### config.mk
export PLATFORM = sky130hd
export DESIGN_NAME = unsorted_list_table
export DESIGN_NICKNAME = d
export VERILOG_FILES = /design/src/rtl/core/ult_pkg.sv /design/src/rtl/core/unsorted_list_table.sv
export SDC_FILE = /design/constraint.sdc
export NUM_CORES = 1
export LEC_CHECK = 0
export BUFFER_PORTS_ARGS = -buffer_cell sky130_fd_sc_hd__buf_4
export CORE_ASPECT_RATIO = 0.8
export CORE_MARGIN = 1
export CORE_UTILIZATION = 35
export CTS_BUF_LIST = sky130_fd_sc_hd__clkbuf_8
export DETAILED_ROUTE_END_ITERATION = 10
export GPL_ROUTABILITY_DRIVEN = 0
export MAX_ROUTING_LAYER = met4
export PLACE_DENSITY_LB_ADDON = 0.12
export REMOVE_ABC_BUFFERS = 1
export SLEW_MARGIN = 20
export SYNTH_ARGS = -nofsm -noshare
export SYNTH_HDL_FRONTEND = slang
export SYNTH_SLANG_ARGS = --single-unit
### constraint.sdc
create_clock -name i_clk -period 4.55 [get_ports i_clk]
set_input_delay 0.91 -clock i_clk [delete_from_list [all_inputs] [get_ports i_clk]]
set_output_delay 0.91 -clock i_clk [all_outputs]
set_load 0.005 [all_outputs]
### src/rtl/core/ult_pkg.sv
// ----------------------------------------------------------------------------
// ult_pkg
// Shared constants and codes of the unsorted list table.
// ----------------------------------------------------------------------------
package ult_pkg;

    localparam int DEPTH_DEF      = 16;
    localparam int ITEM_WIDTH_DEF = 32;

    localparam int OP_W     = 3;
    localparam int VALUE_W  = 32;
    localparam int STATUS_W = 2;

    typedef logic [OP_W-1:0]     t_op;
    typedef logic [STATUS_W-1:0] t_status;
    typedef logic [VALUE_W-1:0]  t_value;

    localparam t_op OP_INSERT   = 3'd0;
    localparam t_op OP_DELETE   = 3'd1;
    localparam t_op OP_RETRIEVE = 3'd2;
    localparam t_op OP_CLEAR    = 3'd3;
    localparam t_op OP_RESET    = 3'd4;
    localparam t_op OP_NEXT     = 3'd5;

    localparam t_status ST_OK       = 2'd0;
    localparam t_status ST_NOTFOUND = 2'd1;
    localparam t_status ST_FULL     = 2'd2;
    localparam t_status ST_END      = 2'd3;

endpackage

### src/rtl/core/unsorted_list_table.sv
// ----------------------------------------------------------------------------
// unsorted_list_table
// Bounded unsorted list with insert, delete, search, clear and iteration.
// ----------------------------------------------------------------------------
// Input channel i_in_valid/o_in_ready carries one operation and an item value;
// output channel o_out_valid/i_out_ready returns one result per operation:
// status, found flag, iterated item, length and full flag.
// Items sit in a single-port-read, single-port-write memory, oldest at the
// lowest address, so insert is one write. Search walks from the newest entry
// with one shared comparator, reading and then comparing each entry in turn.
// Insert, clear, cursor reset and unknown codes go straight to the result
// stage. Next item reads the memory first. Retrieve reads and compares up to
// DEPTH entries from the newest until a match or the oldest entry; delete does
// the same and then moves each newer entry down one place, with a read and a
// write for each. The block takes one operation at a time; o_in_ready is high
// only while the sequencer is idle.
// A finished result waits in the output register while the next operation
// is accepted; if the receiver stalls, the sequencer holds before its result
// stage until the register frees.
// Reset empties the list and puts the cursor before the first item; the
// memory contents are left as they are.
// ----------------------------------------------------------------------------
module unsorted_list_table #(
    parameter int DEPTH      = ult_pkg::DEPTH_DEF,
    parameter int ITEM_WIDTH = ult_pkg::ITEM_WIDTH_DEF
) (
    input  logic                         i_clk,
    input  logic                         i_rst_n,
    input  logic                         i_in_valid,
    output logic                         o_in_ready,
    input  ult_pkg::t_op                 i_operation,
    input  ult_pkg::t_value              i_item_value,
    output logic                         o_out_valid,
    input  logic                         i_out_ready,
    output ult_pkg::t_status             o_status,
    output logic                         o_found,
    output ult_pkg::t_value              o_item_out,
    output logic [$clog2(DEPTH+1)-1:0]   o_length,
    output logic                         o_full_res
);
    import ult_pkg::*;

    localparam int AW = $clog2(DEPTH);
    localparam int CW = $clog2(DEPTH + 1);

    localparam logic [2:0] S_IDLE = 3'd0;
    localparam logic [2:0] S_RD   = 3'd1;
    localparam logic [2:0] S_CMP  = 3'd2;
    localparam logic [2:0] S_SHRD = 3'd3;
    localparam logic [2:0] S_SHWR = 3'd4;
    localparam logic [2:0] S_NXT  = 3'd5;
    localparam logic [2:0] S_DONE = 3'd6;

    logic [ITEM_WIDTH-1:0] r_mem [DEPTH];
    logic [ITEM_WIDTH-1:0] r_rd_data;

    logic [2:0]            r_state, n_state;
    t_op                   r_op, n_op;
    logic [ITEM_WIDTH-1:0] r_val, n_val;
    logic [CW-1:0]         r_count, n_count;
    logic [CW-1:0]         r_cursor, n_cursor;
    logic [CW-1:0]         r_idx, n_idx;
    t_status               r_status, n_status;
    logic                  r_found, n_found;
    logic [ITEM_WIDTH-1:0] r_item, n_item;

    logic                  r_out_valid, n_out_valid;
    t_status               r_o_status, n_o_status;
    logic                  r_o_found, n_o_found;
    t_value                r_o_item, n_o_item;
    logic [CW-1:0]         r_o_length, n_o_length;
    logic                  r_o_full, n_o_full;

    logic                  rd_en, wr_en;
    logic [AW-1:0]         rd_addr, wr_addr;
    logic [ITEM_WIDTH-1:0] wr_data;
    logic                  in_xfer;
    logic [CW-1:0]         nxt_pos;

    assign in_xfer = i_in_valid && (r_state == S_IDLE);
    assign nxt_pos = r_count - r_cursor - CW'(1);

    always_comb begin
        n_state     = r_state;
        n_op        = r_op;
        n_val       = r_val;
        n_count     = r_count;
        n_cursor    = r_cursor;
        n_idx       = r_idx;
        n_status    = r_status;
        n_found     = r_found;
        n_item      = r_item;
        n_out_valid = r_out_valid;
        n_o_status  = r_o_status;
        n_o_found   = r_o_found;
        n_o_item    = r_o_item;
        n_o_length  = r_o_length;
        n_o_full    = r_o_full;
        rd_en       = 1'b0;
        rd_addr     = r_idx[AW-1:0];
        wr_en       = 1'b0;
        wr_addr     = r_count[AW-1:0];
        wr_data     = r_rd_data;

        if (r_out_valid && i_out_ready) begin
            n_out_valid = 1'b0;
        end

        unique case (r_state)
            S_IDLE: begin
                if (in_xfer) begin
                    n_op     = i_operation;
                    n_val    = ITEM_WIDTH'(i_item_value);
                    n_status = ST_OK;
                    n_found  = 1'b0;
                    n_item   = '0;
                    n_state  = S_DONE;
                    case (i_operation)
                        OP_INSERT: begin
                            if (r_count == CW'(DEPTH)) begin
                                n_status = ST_FULL;
                            end else begin
                                wr_en   = 1'b1;
                                wr_addr = r_count[AW-1:0];
                                wr_data = ITEM_WIDTH'(i_item_value);
                                n_count = r_count + CW'(1);
                            end
                        end
                        OP_DELETE, OP_RETRIEVE: begin
                            if (r_count == '0) begin
                                n_status = ST_NOTFOUND;
                            end else begin
                                n_idx   = r_count - CW'(1);
                                n_state = S_RD;
                            end
                        end
                        OP_CLEAR: begin
                            n_count  = '0;
                            n_cursor = '0;
                        end
                        OP_RESET: begin
                            n_cursor = '0;
                        end
                        OP_NEXT: begin
                            if (r_cursor >= r_count) begin
                                n_status = ST_END;
                            end else begin
                                rd_en   = 1'b1;
                                rd_addr = nxt_pos[AW-1:0];
                                n_state = S_NXT;
                            end
                        end
                        default: begin
                        end
                    endcase
                end
            end
            S_RD: begin
                rd_en   = 1'b1;
                rd_addr = r_idx[AW-1:0];
                n_state = S_CMP;
            end
            S_CMP: begin
                if (r_rd_data == r_val) begin
                    n_found = 1'b1;
                    if (r_op == OP_RETRIEVE) begin
                        n_state = S_DONE;
                    end else if (r_idx + CW'(1) == r_count) begin
                        n_count = r_count - CW'(1);
                        n_state = S_DONE;
                    end else begin
                        n_idx   = r_idx + CW'(1);
                        n_state = S_SHRD;
                    end
                end else if (r_idx == '0) begin
                    n_status = ST_NOTFOUND;
                    n_state  = S_DONE;
                end else begin
                    n_idx   = r_idx - CW'(1);
                    n_state = S_RD;
                end
            end
            S_SHRD: begin
                rd_en   = 1'b1;
                rd_addr = r_idx[AW-1:0];
                n_state = S_SHWR;
            end
            S_SHWR: begin
                wr_en   = 1'b1;
                wr_addr = AW'(r_idx - CW'(1));
                wr_data = r_rd_data;
                if (r_idx + CW'(1) == r_count) begin
                    n_count = r_count - CW'(1);
                    n_state = S_DONE;
                end else begin
                    n_idx   = r_idx + CW'(1);
                    n_state = S_SHRD;
                end
            end
            S_NXT: begin
                n_item   = r_rd_data;
                n_cursor = r_cursor + CW'(1);
                n_state  = S_DONE;
            end
            S_DONE: begin
                if (!r_out_valid || i_out_ready) begin
                    n_out_valid = 1'b1;
                    n_o_status  = r_status;
                    n_o_found   = r_found;
                    n_o_item    = VALUE_W'(r_item);
                    n_o_length  = r_count;
                    n_o_full    = (r_count == CW'(DEPTH));
                    n_state     = S_IDLE;
                end
            end
            default: begin
                n_state = S_IDLE;
            end
        endcase
    end

    always_ff @(posedge i_clk) begin
        if (wr_en) begin
            r_mem[wr_addr] <= wr_data;
        end
    end

    always_ff @(posedge i_clk) begin
        if (rd_en) begin
            r_rd_data <= r_mem[rd_addr];
        end
    end

    always_ff @(posedge i_clk) begin
        if (!i_rst_n) begin
            r_state     <= S_IDLE;
            r_count     <= '0;
            r_cursor    <= '0;
            r_out_valid <= 1'b0;
        end else begin
            r_state     <= n_state;
            r_count     <= n_count;
            r_cursor    <= n_cursor;
            r_out_valid <= n_out_valid;
        end
    end

    always_ff @(posedge i_clk) begin
        r_op       <= n_op;
        r_val      <= n_val;
        r_idx      <= n_idx;
        r_status   <= n_status;
        r_found    <= n_found;
        r_item     <= n_item;
        r_o_status <= n_o_status;
        r_o_found  <= n_o_found;
        r_o_item   <= n_o_item;
        r_o_length <= n_o_length;
        r_o_full   <= n_o_full;
    end

    assign o_in_ready  = (r_state == S_IDLE);
    assign o_out_valid = r_out_valid;
    assign o_status    = r_o_status;
    assign o_found     = r_o_found;
    assign o_item_out  = r_o_item;
    assign o_length    = r_o_length;
    assign o_full_res  = r_o_full;

endmodule

Word-level counts from Yosys, hierarchy flattened
Memory sizes are Yosys's and may differ from the RTL's. A register that Yosys moved wholly into a read port is not among the register bits.
Cells that the tools add are included.
{"block": "word_totals", "word_cells": 138, "memories": 1, "mem_bits_rw": 512, "output_inout_bits": 43, "register_bits": 130}
{"block": "classes", "n_eq_ne": 28, "magnitude_cmp": 1, "n_reduce_logical": 23, "add_sub_neg": 7, "mux": 63}
{"memory": "r_mem", "words": 16, "word_bits": 32, "rd": 1, "rd_clocked_by_memory_dff": 1, "write_ports": 1, "line": "unsorted_list_table.sv:54", "text": "logic [ITEM_WIDTH-1:0] r_mem [DEPTH];"}
{"cell": "$mux W32", "count": 5}
{"cell": "$mux W5", "count": 14}
{"cell": "$pmux W32 S2", "count": 1}
{"cell": "$eq A32 B32 Y1", "count": 1}
{"cell": "$pmux W5 S3", "count": 2}
{"cell": "$mux W3", "count": 7}
{"cell": "$pmux W3 S7", "count": 1}
{"cell": "$mux W4", "count": 5}
{"cell": "$pmux W5 S2", "count": 2}
{"cell": "$add A5 B1 Y5 const B", "count": 3}
{"cell": "$eq A3 B2 Y1 const B", "count": 5}
{"cell": "$eq A3 B3 Y1 const B", "count": 5}
{"cell": "$mux W1", "count": 14}
{"cell": "$ne A2 B2 Y1 const B", "count": 7}
{"cell": "$mux W2", "count": 6}
{"cell": "$reduce_and A6 Y1", "count": 2}
{"cell": "$logic_not A5 Y1", "count": 2}
{"cell": "$sub A5 B1 Y5 const B", "count": 2}
{"cell": "$ne A3 B3 Y1 const B", "count": 3}
{"cell": "$reduce_and A2 Y1", "count": 4}
{"cell": "$eq A3 B1 Y1 const B", "count": 2}
{"cell": "$logic_not A3 Y1", "count": 2}
{"cell": "$pmux W1 S2", "count": 3}
{"cell": "$pmux W2 S3", "count": 1}
{"cell": "17 further kinds", "count": 23}

Logic depth before layout (Yosys ltp)
{"block": "depth", "word_depth": 7, "mapped_depth": 13}

Worst setup path after synthesis
No wires, ideal clock.
{"block": "synth_path", "path_type": "input port to flip-flop", "startpoint": "in i_in_valid", "endpoint": "mem r_mem[1][0] (netlist name) (enable)", "t_arrival_ns": 3.338, "path_stages": 5, "n_path_buf": 0, "path_slack_ns": 0.791, "t_required_ns": 4.129, "cell_sequence": "nand2_2 clkinv_2 nand3_1 o31a_1 nor2_1"}
{"block": "synth_between", "elab_chain_cells": 5}
{"item": "start, declared", "line": "unsorted_list_table.sv:29", "text": "input logic i_in_valid,"}
{"item": "$logic_and A1 B1 Y1", "line": "unsorted_list_table.sv:80", "text": "assign in_xfer = i_in_valid && (r_state == S_IDLE);"}
{"item": "$mux W1", "line": "unsorted_list_table.sv:111", "text": "if (in_xfer) begin"}
{"item": "$pmux W1 S2", "line": "unsorted_list_table.sv:109", "text": "unique case (r_state)"}
{"item": "$mux W1", "line": "unsorted_list_table.sv:223", "text": "if (wr_en) begin"}
{"item": "$mux W1 (not written as such)", "line": "unsorted_list_table.sv:224", "text": "r_mem[wr_addr] <= wr_data;"}
{"item": "end, declared", "line": "unsorted_list_table.sv:54"}
No other way between the ends.

Worst setup path in the final report
{"block": "layout_path", "startpoint": "reg r_count[4]", "endpoint": "reg r_rd_data[13], read port of r_mem, data pin"}
{"block": "layout_between", "elab_chain_cells": 5, "word_cells_on_any_way": 9, "classes_between": "1 x order compare; 8 x mux"}
{"item": "start, declared", "line": "unsorted_list_table.sv:60", "text": "logic [CW-1:0] r_count, n_count;"}
{"item": "start signal, assigned", "line": "unsorted_list_table.sv:242", "text": "r_count <= n_count;"}
{"item": "$ge A5 B5 Y1 *", "line": "unsorted_list_table.sv:145", "text": "if (r_cursor >= r_count) begin"}
{"item": "$mux W1 / $mux W4 (equally long branches)", "line": "unsorted_list_table.sv:145"}
{"item": "$mux W1 / $mux W4 (equally long branches)", "line": "unsorted_list_table.sv:118", "text": "case (i_operation)"}
{"item": "$mux W1 / $mux W4 (equally long branches)", "line": "unsorted_list_table.sv:111"}
{"item": "$pmux W1 S2 / $mux W4 (equally long branches)", "line": "unsorted_list_table.sv:109"}
{"item": "end, declared", "line": "unsorted_list_table.sv:55", "text": "logic [ITEM_WIDTH-1:0] r_rd_data;"}
Mark *: on every way between the ends. The rest lies on a longest branch, timed or not.
A chain may end at the register's enable or synchronous reset.

==> out/results.tsv <==
stage	metric	value	unit
status	status	finished, final reports clean	
final_layout	footprint of the multi-input gates	0.00647	sq mm
synthesis	Seq cells post-synth	674	
cts	root buffer cell	clkbuf_8	
job	max-cap violation count	0	
sta	Clock Skew	0.0507	ns
placed_design	pre-CTS worst setup slack	0.702	ns
setup_path	slowest stage delay, CP	0.53	ns
floorplanning	die width	312	um
final_layout	Area Growth Syn to Fin	15.8	%
final_layout	layout cell share with drive strength beyond 1	17.1	%
sta	unrepaired setup endpoints after global routing	false	
setup_path	CP endpoint kind	flip-flop	
power	Peak VDD IR	292	uV
power	Total Power	19.1	mW
route	vias	14881	
floorplanning	die area	0.0781	sq mm
final_layout	nets	1867	
route	Initial DRC Count	1356	
route	remaining antenna violation count	0	
setup_path	CP Cell Sequence	inv_1 -> ha_1 -> a21oi_1 -> buf_4 -> and3_4 -> o21ai_2 -> a21oi_4 -> buf_12 -> buf_4 -> mux2i_1 -> o22ai_1 -> or4_1	
setup_path	r2r setup slk	0.75	ns
sta	max frequency	263	MHz
setup_path	crit path max fanout	50	
floorplanning	Initial Util	35.5	%
synthesis	ys async rst share	0	%
setup_path	crit path launch type	flip-flop	
hold_path	hold path endpoint	r_val[3]	
cts	CTS tree	built	
sta	Hold Slack	0.378	ns
setup_path	most frequent CP cell	buf_4	
global_routing	routing usage on met2	27.7	%
final_layout	# fillers	6932	
sta	final clock period utilization by the worst path	83.5	%
floorplanning	Core ar.	0.0758	sq mm
cts	Resize count post-CTS	0	
cts	Worst-Skew Late Latency	0.73	ns
synthesis	Syn Area/Cell	16.5	sq um
sta	Worst slew margin	30.1	%
setup_path	Buf+Inv Stages, Crit Path	4	
synthesis	register area share after synthesis	74.6	%
hold_path	hold path start	i_item_value[3]	
synthesis	Yosys cell types	66	
global_routing	vias in the first global route	14940	
floorplanning	FP Rows	90	
sta	Tightest Pin Transition	1.04	ns
setup_path	worst r2r src	r_count[4]	
cts	Post-CTS Hold Fix Bufs	0	
hold_path	Hold Path Class	in2reg	
sta	fin crit period	3.80	ns
setup_path	critical path class	reg2reg	
synthesis	Synth top cells by count	660 x edfxtp_1, 272 x mux2i_1, 139 x nand2_1	
final_layout	FF/Latch Area	0.0201	sq mm
global_routing	total track usage	19.1	%
route	DR WL/cell	24.9	um
floorplanning	Die Ht	250	um
global_routing	first-pass GRT wire length	105000	um
synthesis	Synth area leader	edfxtp_1	
setup_path	Reg2Reg Depth	12	
global_routing	initial antenna violation count	1	
power	PwrDens	612	mW/mm^2
placed_design	buffers added on ports	81	
placed_design	hpwl dp	42300	um
floorplanning	io pins	82	
synthesis	ys flop type	edfxtp_1	
global_routing	GR Util met1	27.9	%
cts	Clock Sinks	674	
cts	H-tree depth	3	
synthesis	yosys warns	0	
setup_path	worst path required time	4.99	ns
placed_design	DP Area	0.0293	sq mm
global_routing	busiest layer in global routing	met1	
cts	Post-CTS Setup Repair Bufs	0	
sta	setup TNS	0	ns
synthesis	Post-synth EDFFs	660	
sta	Slew Viols, Final	0	
synthesis	Yosys top cell area share	73.6	%
sta	final setup fails	0	
route	final wirelength	72500	um
placed_design	Cells after DPL	2714	
final_layout	Antenna diodes	0	
synthesis	Mapped Area	0.0269	sq mm
setup_path	crit path DAT	4.24	ns
power	Pleak	10.9	nW
cts	clock buffer depth	3	
synthesis	Synth area leaders	edfxtp_1 74%, mux2i_1 10%, o22ai_1 3.1%, nand2_1 1.9%, xor2_1 1.3%	
synthesis	cells after synthesis	1635	
route	vias per inst	5.11	
hold_path	Cells on Worst Hold Path	1	
sta	setup ws final	0.751	ns
global_routing	GR Layer Usage met3	3.24	%
final_layout	fin area	0.0312	sq mm
setup_path	CP max-delay cell	or4_1	
route	Pre-antenna DRT Iters	5	
global_routing	largest net degree at the start of global routing	51	
cts	CTS Buf Count	110	
global_routing	GRT overflow	0	
synthesis	top-count cell post-synth	edfxtp_1	
setup_path	critical path's top delay family	buffers and inverters	
final_layout	final std cells w/o fill	2913	
final_layout	utilization after layout	41.2	%
sta	Final Hold Fails	0	
route	Residual DRC	0	
cts	Reg clk slew, reported paths	0.06	ns
setup_path	Reg-to-Reg End	r_rd_data[13]	
## cells in the final DEF (no fill, tap or decap), drive strengths merged, types with 3 or more instances in the layout
cell type    n
nor2b        3
ha          13
o22ai      133
nand2b       6
dfxtp       14
or4         32
nor2        49
a21o         3
o21a         5
mux2         3
nor4         8
xor2        41
a31oi        8
nand2      141
a211oi       4
a21oi       16
clkinv      47
nand4        4
mux2i      272
clkbuf     112
a31o         3
edfxtp     660
nand3       13
or2          4
buf        150
o21ai        9
and2        37
inv         54
o221ai       3
xnor2       13
nor3        12
## cells by family after synthesis
kind of cell    after synthesis  share of synthesized area [%]
xor+xnor                     54                           1.76
flops                       674                           74.6
fa+ha+maj                    14                          0.678
mux                         275                           10.2
compound gates              200                           4.88
buf+inv                     100                           2.01
simple gates                318                           5.80
## where the power goes
part	switching [mW]	leakage (nW)	internal, mW
Combinational	3.68	3.70	2.02
Clock	2.40	1.12	2.33
Sequential	0.385	6.11	8.29
## sequential cells by signal, indices dropped and copies added (netlist names), 5 cells and up
name and flops:
r_mem 512, o_item_out 32, r_item 32, r_rd_data 32, r_val 32, o_length 5
r_count 5, r_cursor 5, r_idx 5
## per-layer routing
layer / wire [um] / part of all wire (%)
met5: 0 / 0
met4: 1410 / 1.9
met3: 3650 / 5.0
met2: 31900 / 44
met1: 35500 / 49
## worst reg2reg max path, cell delays in order, from the launching register on
cell,delay (ns)
dfxtp_1,0.43
inv_1,0.15
ha_1,0.40
a21oi_1,0.23
buf_4,0.16
and3_4,0.20
o21ai_2,0.13
a21oi_4,0.25
buf_12,0.31
buf_4,0.42
mux2i_1,0.21
o22ai_1,0.09
or4_1,0.53
## cell type report
type	count	area share [%]
flip-flops and latches	674	64.4
clock buffers	112	4.94
multi-input cells	861	20.7
well taps	1012	4.06
repair buffers	150	4.37
inverters	17	0.209
clock inverters	87	1.24
## worst max-delay path by stage
stage | startpoint | end | slack (ns) | cells after the start
4_1_cts | r_count[4] | r_rd_data[6] | 0.75 | 12
6_report | r_count[4] | r_rd_data[13] | 0.75 | 12
2_1_floorplan | i_in_valid | r_rd_data[30] | -8.46 | 8
3_5_place_dp | i_in_valid | r_mem[0][22] | 0.70 | 10
5_1_grt | r_state[2] | r_mem[0][29] | 0.58 | 10
3_3_place_gp | i_in_valid | r_mem[0][14] | 0.79 | 10
Power figures use the tool's default switching activity.
